### src/rtl/core/sba_pkg.sv
`timescale 1ns / 1ps
`default_nettype none
package sba_pkg;

  localparam int SEG_COUNT    = 16;
  localparam int SEG_W        = 4;
  localparam int OPEN_W       = 5;
  localparam int MAX_REQUESTS = 1024;
  localparam int SLOT_W       = 10;
  localparam int CNT_W        = 11;
  localparam int BYTES_W      = 21;
  localparam int OFF_W        = 20;
  localparam int HEADER_BYTES = 8;
  localparam int ALIGN_BYTES  = 16;
  localparam logic [BYTES_W-1:0] MAX_SEGMENT_BYTES = 21'd1048576;
  localparam logic [BYTES_W-1:0] CFG_RESET         = 21'd1048576;

  typedef enum logic [1:0] {
    KIND_ALLOC = 2'd0,
    KIND_FREE  = 2'd1,
    KIND_CLEAR = 2'd2,
    KIND_NOP   = 2'd3
  } kind_e;

  typedef enum logic [2:0] {
    ST_OK          = 3'd0,
    ST_ZERO_SIZE   = 3'd1,
    ST_TOO_LARGE   = 3'd2,
    ST_NO_SEGMENT  = 3'd3,
    ST_BAD_REF     = 3'd4,
    ST_DOUBLE_FREE = 3'd5
  } status_e;

  typedef enum logic [3:0] {
    S_IDLE,
    S_DISPATCH,
    S_PICK,
    S_ALLOC_WR,
    S_FREE_CHK,
    S_FREE_TEST,
    S_SCAN,
    S_SCAN_CHK
  } state_e;

  typedef struct packed {
    logic    load;
    logic    size;
    logic    pick_pop;
    logic    pick_open;
    logic    alloc_wr;
    logic    clear;
    logic    free_rd;
    logic    free_mark;
    logic    scan_rd;
    logic    scan_dec;
    logic    scan_keep;
    logic    scan_empty;
    logic    finish;
    logic    fin_data;
    status_e fin_status;
  } cmd_t;

  typedef struct packed {
    kind_e kind;
    logic  zero_size;
    logic  fits_cur;
    logic  too_large;
    logic  can_pop;
    logic  can_open;
    logic  ref_bad;
    logic  slot_freed;
    logic  is_last;
    logic  scan_zero;
  } sts_t;

endpackage
`default_nettype wire

### src/rtl/core/sba_ctrl.sv
`timescale 1ns / 1ps
`default_nettype none
module sba_ctrl (
  input  wire            clk_i,
  input  wire            rst_ni,
  input  wire            start,
  output logic           busy,
  input  sba_pkg::sts_t  sts_i,
  output sba_pkg::cmd_t  cmd_o
);

  sba_pkg::state_e state_q, state_d;

  always_ff @(posedge clk_i or negedge rst_ni) begin
    if (!rst_ni) begin
      state_q <= sba_pkg::S_IDLE;
    end else begin
      state_q <= state_d;
    end
  end

  assign busy = (state_q != sba_pkg::S_IDLE);

  // next state
  always_comb begin
    state_d = state_q;
    unique case (state_q)
      sba_pkg::S_IDLE: begin
        if (start) state_d = sba_pkg::S_DISPATCH;
      end
      sba_pkg::S_DISPATCH: begin
        unique case (sts_i.kind)
          sba_pkg::KIND_ALLOC: state_d = sts_i.zero_size ? sba_pkg::S_IDLE : sba_pkg::S_PICK;
          sba_pkg::KIND_FREE:  state_d = sba_pkg::S_FREE_CHK;
          default:             state_d = sba_pkg::S_IDLE;
        endcase
      end
      sba_pkg::S_PICK: begin
        priority if (sts_i.fits_cur) state_d = sba_pkg::S_ALLOC_WR;
        else if (sts_i.too_large)    state_d = sba_pkg::S_IDLE;
        else if (sts_i.can_pop || sts_i.can_open) state_d = sba_pkg::S_ALLOC_WR;
        else                         state_d = sba_pkg::S_IDLE;
      end
      sba_pkg::S_ALLOC_WR: state_d = sba_pkg::S_IDLE;
      sba_pkg::S_FREE_CHK: state_d = sts_i.ref_bad ? sba_pkg::S_IDLE : sba_pkg::S_FREE_TEST;
      sba_pkg::S_FREE_TEST: begin
        state_d = (!sts_i.slot_freed && sts_i.is_last) ? sba_pkg::S_SCAN : sba_pkg::S_IDLE;
      end
      sba_pkg::S_SCAN: state_d = sts_i.scan_zero ? sba_pkg::S_IDLE : sba_pkg::S_SCAN_CHK;
      sba_pkg::S_SCAN_CHK: state_d = sts_i.slot_freed ? sba_pkg::S_SCAN : sba_pkg::S_IDLE;
      default: state_d = sba_pkg::S_IDLE;
    endcase
  end

  // outputs
  always_comb begin
    cmd_o = '0;
    cmd_o.fin_status = sba_pkg::ST_OK;
    unique case (state_q)
      sba_pkg::S_IDLE: cmd_o.load = start;
      sba_pkg::S_DISPATCH: begin
        unique case (sts_i.kind)
          sba_pkg::KIND_ALLOC: begin
            if (sts_i.zero_size) begin
              cmd_o.finish     = 1'b1;
              cmd_o.fin_status = sba_pkg::ST_ZERO_SIZE;
            end else begin
              cmd_o.size = 1'b1;
            end
          end
          sba_pkg::KIND_FREE: ;
          sba_pkg::KIND_CLEAR: begin
            cmd_o.clear  = 1'b1;
            cmd_o.finish = 1'b1;
          end
          default: cmd_o.finish = 1'b1;
        endcase
      end
      sba_pkg::S_PICK: begin
        priority if (sts_i.fits_cur) begin
        end else if (sts_i.too_large) begin
          cmd_o.finish     = 1'b1;
          cmd_o.fin_status = sba_pkg::ST_TOO_LARGE;
        end else if (sts_i.can_pop) begin
          cmd_o.pick_pop = 1'b1;
        end else if (sts_i.can_open) begin
          cmd_o.pick_open = 1'b1;
        end else begin
          cmd_o.finish     = 1'b1;
          cmd_o.fin_status = sba_pkg::ST_NO_SEGMENT;
        end
      end
      sba_pkg::S_ALLOC_WR: begin
        cmd_o.alloc_wr = 1'b1;
        cmd_o.finish   = 1'b1;
        cmd_o.fin_data = 1'b1;
      end
      sba_pkg::S_FREE_CHK: begin
        if (sts_i.ref_bad) begin
          cmd_o.finish     = 1'b1;
          cmd_o.fin_status = sba_pkg::ST_BAD_REF;
        end else begin
          cmd_o.free_rd = 1'b1;
        end
      end
      sba_pkg::S_FREE_TEST: begin
        if (sts_i.slot_freed) begin
          cmd_o.finish     = 1'b1;
          cmd_o.fin_status = sba_pkg::ST_DOUBLE_FREE;
        end else begin
          cmd_o.free_mark = 1'b1;
          cmd_o.finish    = !sts_i.is_last;
        end
      end
      sba_pkg::S_SCAN: begin
        if (sts_i.scan_zero) begin
          cmd_o.scan_empty = 1'b1;
          cmd_o.finish     = 1'b1;
        end else begin
          cmd_o.scan_rd = 1'b1;
        end
      end
      sba_pkg::S_SCAN_CHK: begin
        if (sts_i.slot_freed) begin
          cmd_o.scan_dec = 1'b1;
        end else begin
          cmd_o.scan_keep = 1'b1;
          cmd_o.finish    = 1'b1;
        end
      end
      default: ;
    endcase
  end

endmodule
`default_nettype wire

### config.mk
export PLATFORM = sky130hd
export DESIGN_NAME = sba_ctrl
export DESIGN_NICKNAME = d
export VERILOG_FILES = /design/src/rtl/core/sba_pkg.sv /design/src/rtl/core/sba_ctrl.sv
export SDC_FILE = /design/constraint.sdc
export NUM_CORES = 1
export LEC_CHECK = 0
export BUFFER_PORTS_ARGS = -buffer_cell sky130_fd_sc_hd__buf_4
export CAP_MARGIN = 20
export CORE_AREA = 5 5 42 44
export DETAILED_ROUTE_END_ITERATION = 6
export DIE_AREA = 0 0 47 49
export PLACE_DENSITY = 0.79
export SETUP_SLACK_MARGIN = 0.2
export SYNTH_ARGS = -nofsm -noshare
export SYNTH_HDL_FRONTEND = slang
export SYNTH_SLANG_ARGS = --single-unit
### constraint.sdc
create_clock -name clk_i -period 1.3 [get_ports clk_i]
set_input_delay 0.065 -clock clk_i [delete_from_list [all_inputs] [get_ports clk_i]]
set_output_delay 0.065 -clock clk_i [all_outputs]
set_load 0.01 [all_outputs]
==> results of run 1 <==
==> power breakdown <==
group | switching (W) | leakage (nW) | internal, W
Clock | 0.0000509 | 0.0150 | 0.000115
Combinational | 0.000614 | 0.436 | 0.000785
Sequential | 0.0000395 | 0.0397 | 0.000132
==> worst paths after layout <==
| path | slack, ns | endpoint |
|---|---|---|
| hold reg to reg | 0.61 | state_q[0] |
| max in group asynchronous | 1.05 | state_q[1] |
| setup / recovery | -0.33 | cmd_o[4] |
| setup reg to reg | -0.19 | state_q[2] |
| min in group asynchronous | 0.15 | state_q[0] |
| hold / removal | 0.10 | state_q[1] |
==> worst max-delay path, stage by stage, from the launching register on <==
cell and delay (ns):
dfrtp_1 0.41, buf_4 0.16, or2b_1 0.16, o22ai_1 0.09, or3_4 0.38, buf_6 0.13
==> cells by family after synthesis <==
group / count (synthesis) / synth area share [%]
compound gates: 16 / 26.2
flops: 3 / 16.9
buf+inv: 9 / 9.29
simple gates: 33 / 47.6
==> what timing repair did <==
item,CTS,global route
gates resized for setup,25,15
endpoints found under the hold margin,3,0
setup buffers,5,4
endpoints found under the setup margin,21,21
hold buffers,1,0
pin swaps,5,5
==> final cells by class <==
class / count / area (sq um)
inverters: 5 / 18.8
multi-input cells: 49 / 457
repair buffers: 53 / 464
fillers: 102 / 340
clock buffers: 4 / 26.3
flip-flops and latches: 3 / 75.1
well taps: 16 / 20.0
==> cells in the final DEF (no fill, tap or decap), drive strengths merged, types with 2 or more instances in the layout <==
master  Yosys  routed
inv         5       5
and2        2       2
buf         4      52
o221ai      2       2
nand2b      6       6
nor3        2       2
nor2       10      10
o21ai       2       2
or3         2       2
o22ai       2       2
clkbuf      0       4
nand2       3       3
dfrtp       3       3
o211ai      2       2
a21oi       4       4
==> stage by stage <==
stage | instance area, sq um | TNS [ns] | total power (W)
2_1_floorplan | 465 | 0 | 0.000665
3_3_place_gp | 779 | -0.0803 | 0.00110
4_1_cts | 956 | -2.04 | 0.00157
5_1_grt | 1060 | -4.02 | 0.00186
6_report | 1060 | -2.45 | 0.00174
3_5_place_dp | 779 | -0.125 | 0.00112
==> metal layers <==
| metal | vias to the layer above | wire length, um | share of wire [%] | GRT usage [%] |
|---|---|---|---|---|
| li1 | 325 | - | - | - |
| met1 | 296 | 654 | 35 | 17.4 |
| met2 | 28 | 997 | 54 | 27.8 |
| met3 | 4 | 159 | 8.6 | 8.49 |
| met4 | 0 | 36 | 1.9 | 5.99 |
| met5 | - | 0 | 0 | 0 |
==> metrics.yaml, run 1 <==
worst_pin_slew_ns: 0.264
reg2reg_depth: 6
drtAntennaViolNets: 0
area_delta_synth_final_pct: 139
rows: 14
clk_pin_slew_ns: 0.04
max-slew-margin-rel_pct: 82.3
crit_fanout: 4
syn_area_per_cell_sq_um: 7.28
period_minus_slack_ns: 1.63
final_cells: 130
clkSinkCount: 3
synth-async-reset-ratio_pct: 100
nets: 129
reg_top3: "state_q x3"
post-route-period-util_pct: 126
slew_violations: 0
numCtsBuffers: 3
vias: 653
setup_viol: 17
holdWs_ns: 0.101
netlist_instances: 61
coreArea_sq_um: 1400
io_pins: 32
pre_cts_ws_ns: -0.0527
worstSetupEndpointType: "primary output"
grtUsageTotal_pct: 16.8
via_per_inst: 5.02
die_y_um: 49
diodes: 0
grt_antenna_before_repair: 0
hold_class: "primary input to register"
drive_above_1_share_pct: 71.9
status: "finished with violations"
hpwl_mm: 1.27
initial_utilization_pct: 31.7
yosys_most_used_dff: "dfrtp_1"
hold_depth: 2
startpoint: "state_q[0]"
critical_path_arrival_ns: 1.57
first_global_vias: 700
yosysTopAreaCellShare_pct: 16.9
finalHoldViolCount: 0
final_util_pct: 75.7
synth_edf_count: 0
violations: "setup timing"
dp.cells: 116
yosysWarnings: 0
root_buffer: "clkbuf_4"
rsz0062_at_grt: "yes"
worst_slack_ns: -0.333
first_pass_iters: 2
synth_commonest_cells: "9 x nor2_1, 6 x nand2b_1, 4 x a21oi_1, 4 x inv_1"
clock_path_buffers: 2
cts-htree-levels: 1
clock.fmax_mhz: 612
grt_pass1_wl_mm: 2.91
power_density_nw_per_um2: 1640
min_from: "sts_i[8]"
largest_reg_flops: 3
r2r_start: "state_q[2]"
yosysSeqAreaShare_pct: 16.9
largest_register: "state_q"
grt_max_degree: 10
drc: 0
die_w_um: 47
path_class: "register to primary output"
cts_tree: "yes"
max-cap-violations: 0
wl_per_cell_um: 14.2
syn_area_sq_um: 444
ir_drop_uv: 1110
ys_types: 31
critical_path_required_ns: 1.24
io_buffers: 31
syn-num-nets: 75
routed_wl_mm: 1.85
die_area_sq_um: 2300
yosysMostFrequentCell: "nor2_1"
fin_skew_ns: 0.00282
drt_iter0_markers: 3
gp_congestion: 0.806
p_leak_nw: 0.490
clk_latency_ns: 0.23
gr-total-overflow: 0
startpoint_type: "register"
ys_top_cells_by_area: "dfrtp_1 17%, nand2b_1 8.5%, nor2_1 7.6%"
ys_ff_latch: 3
yosysTopAreaCell: "dfrtp_1"
No activity file was read; power rests on OpenSTA's default activity.
==> run 2, diff against run 1 <==
- PLACE_DENSITY: 0.79 -> 0.68
==> metrics.yaml, run 2 (synthesized netlist as in run 1, its figures left out) <==
status: "finished with violations"  # unchanged
violations: "setup timing"  # unchanged
first_pass_iters: 4  # was 2
ff2ff_setup_slack_ns: -0.10  # was -0.19 ns
nets: 128  # was 129
final_common_cell: "buf_4"  # unchanged
initial_utilization_pct: 31.7  # unchanged
period_minus_slack_ns: 1.67  # was 1.63 ns
path_class: "register to primary output"  # unchanged
p_seq_share_pct: 10.7  # was 9.9%
drive_above_1_share_pct: 69.0  # was 71.9%
setup_viol: 19  # was 17
rows: 14  # unchanged
area_delta_synth_final_pct: 128  # was 139%
vias: 668  # was 653
max-slew-margin-rel_pct: 84.9  # was 82.3%
clock.fmax_mhz: 597  # was 612 MHz
fin_setup_tns_ns: -2.91  # was -2.45 ns
final_cell_mix: "34 x buf_4, 17 x buf_6, 5 x nor2_1"  # was 35 x buf_4, 17 x buf_6, 4 x nor2_1, 4 x inv_1
fin_skew_ns: 0.00224  # was 0.00282 ns
cts-htree-levels: 1  # unchanged
worst_pin_slew_ns: 0.224  # was 0.264 ns
critPathMaxStageDelay_ns: 0.41  # about the same
die_w_um: 47  # unchanged
reg_top3: "state_q x3"  # unchanged
gr-total-overflow: 0  # unchanged
routed_wl_mm: 1.98  # was 1.85 mm
clkPwrFrac_pct: 10.1  # was 9.6%
crit_slowest_cell: "dfrtp_1"  # unchanged
gp_congestion: 0.742  # was 0.806
hpwl_mm: 1.20  # was 1.27 mm
wl_per_cell_um: 15.4  # was 14.2 um
num-fill-cells: 100  # was 102
power_density_nw_per_um2: 1640  # about the same
crit_chain: "or3b_4, buf_4, nor2_4, or3_1, buf_6"  # was buf_4, or2b_1, o22ai_1, or3_4, buf_6
io_buffers: 31  # unchanged
clkSinkCount: 3  # unchanged
critical_path_arrival_ns: 1.61  # was 1.57 ns
finalHoldViolCount: 0  # unchanged
clk_pin_slew_ns: 0.04  # about the same
largest_reg_flops: 3  # unchanged
slew_violations: 0  # unchanged
coreArea_sq_um: 1400  # unchanged
max-cap-violations: 0  # unchanged
grtUsageTotal_pct: 14.7  # was 16.8%
drtAntennaViolNets: 0  # unchanged
cts_tree: "yes"  # unchanged
grt_antenna_before_repair: 0  # unchanged
sw_frac_of_total_pct: 40.0  # was 40.6%
crit_fanout: 4  # unchanged
clk_latency_ns: 0.23  # about the same
p_leak_nw: 0.488  # was 0.490 nW
worstSetupEndpointType: "primary output"  # unchanged
ir_drop_uv: 775  # was 1110 uV
die_area_sq_um: 2300  # unchanged
critical_path_required_ns: 1.24  # about the same
total_power_w: 0.00166  # was 0.00174 W
drt_iter0_markers: 6  # was 3
p_comb_share_pct: 79.2  # was 80.6%
grt_pass1_wl_mm: 2.59  # was 2.91 mm
post-route-period-util_pct: 129  # was 126%
intPower_w: 0.000996  # was 0.00103 W
root_buffer: "clkbuf_4"  # unchanged
first_global_vias: 628  # was 700
numCtsBuffers: 3  # unchanged
io_pins: 32  # unchanged
grt_max_degree: 10  # unchanged
die_y_um: 49  # unchanged
diodes: 0  # unchanged
startpoint_type: "register"  # unchanged
drc: 0  # unchanged
largest_register: "state_q"  # unchanged
switchingPower_w: 0.000665  # was 0.000704 W
worst_slack_ns: -0.374  # was -0.333 ns
rsz0062_at_grt: "yes"  # unchanged
clock_path_buffers: 2  # unchanged
hold_class: "primary input to register"  # unchanged
via_per_inst: 5.18  # was 5.02
-- run 2: cell types whose count changed in the layout (fill, tap and decap cells not counted), sizes merged --
cell | previous run | this run
buf | 52 | 51
-- run 2: per-layer routing --
layer | global-route usage [%] | vias to the layer above | wire length (um)
met5 | 0 | - | 0
li1 | - | 320 | -
met1 | 16.7 | 319 | 742
met2 | 24.7 | 27 | 1080
met3 | 4.06 | 2 | 146
met4 | 5.53 | 0 | 14
-- run 2: worst paths after layout --
check / start / cells after the start / endpoint
max in group asynchronous: rst_ni / 2 / state_q[0]
worst min-delay path: sts_i[8] / 2 / state_q[1]
worst max-delay path: state_q[1] / 5 / cmd_o[4]
min in group asynchronous: rst_ni / 2 / state_q[0]
worst min register to register: state_q[1] / 2 / state_q[2]
worst max register to register: state_q[0] / 8 / state_q[2]
-- run 2: power groups by stage --
| stage | sequential, W | combinational, W | clock [W] |
|---|---|---|---|
| after floorplan | 0.000163 | 0.000502 | 0 |
| after global placement | 0.000168 | 0.000933 | 0 |
| after detailed placement | 0.000167 | 0.000934 | 0 |
| after CTS | 0.000168 | 0.00110 | 0.000169 |
| after global routing | 0.000183 | 0.00140 | 0.000185 |
| final | 0.000178 | 0.00132 | 0.000168 |
-- run 2: area by class of cell --
type | instances | area, sq um | share of cell area, %
Clock buffer | 4 | 26.3 | 2.59
Multi-Input combinational cell | 49 | 415 | 41.0
Inverter | 5 | 18.8 | 1.85
Sequential cell | 3 | 76.3 | 7.53
Tap cell | 16 | 20.0 | 1.98
Timing Repair Buffer | 52 | 457 | 45.1
-- run 2: stage by stage --
step / hold WS [ns] / setup WS (ns) / area (sq um) / util (%) / std cells
floorplan: -0.231 / 0.0829 / 465 / - / 61
detailed placement: -0.141 / -0.0748 / 779 / 55.6 / 116
finish: 0.104 / -0.374 / 1010 / 72.3 / 129
global placement: -0.146 / -0.0790 / 779 / 55.6 / 116
CTS: 0.0984 / -0.322 / 891 / 63.6 / 122
global route: 0.0957 / -0.421 / 1010 / 72.3 / 129
-- run 2: critical path, delay by kind of cell (launching register included) --
kind,cells,cell delay [ns]
flops,1,0.41
simple gates,3,0.70
buf+inv,2,0.26
-- run 2: timing repair --
item	in CTS	in global routing
setup buffers	1	7
hold buffers	1	0
gates resized for setup	16	18
endpoints found under the hold margin	3	0
setup endpoints to repair	21	21
pin swaps	4	7
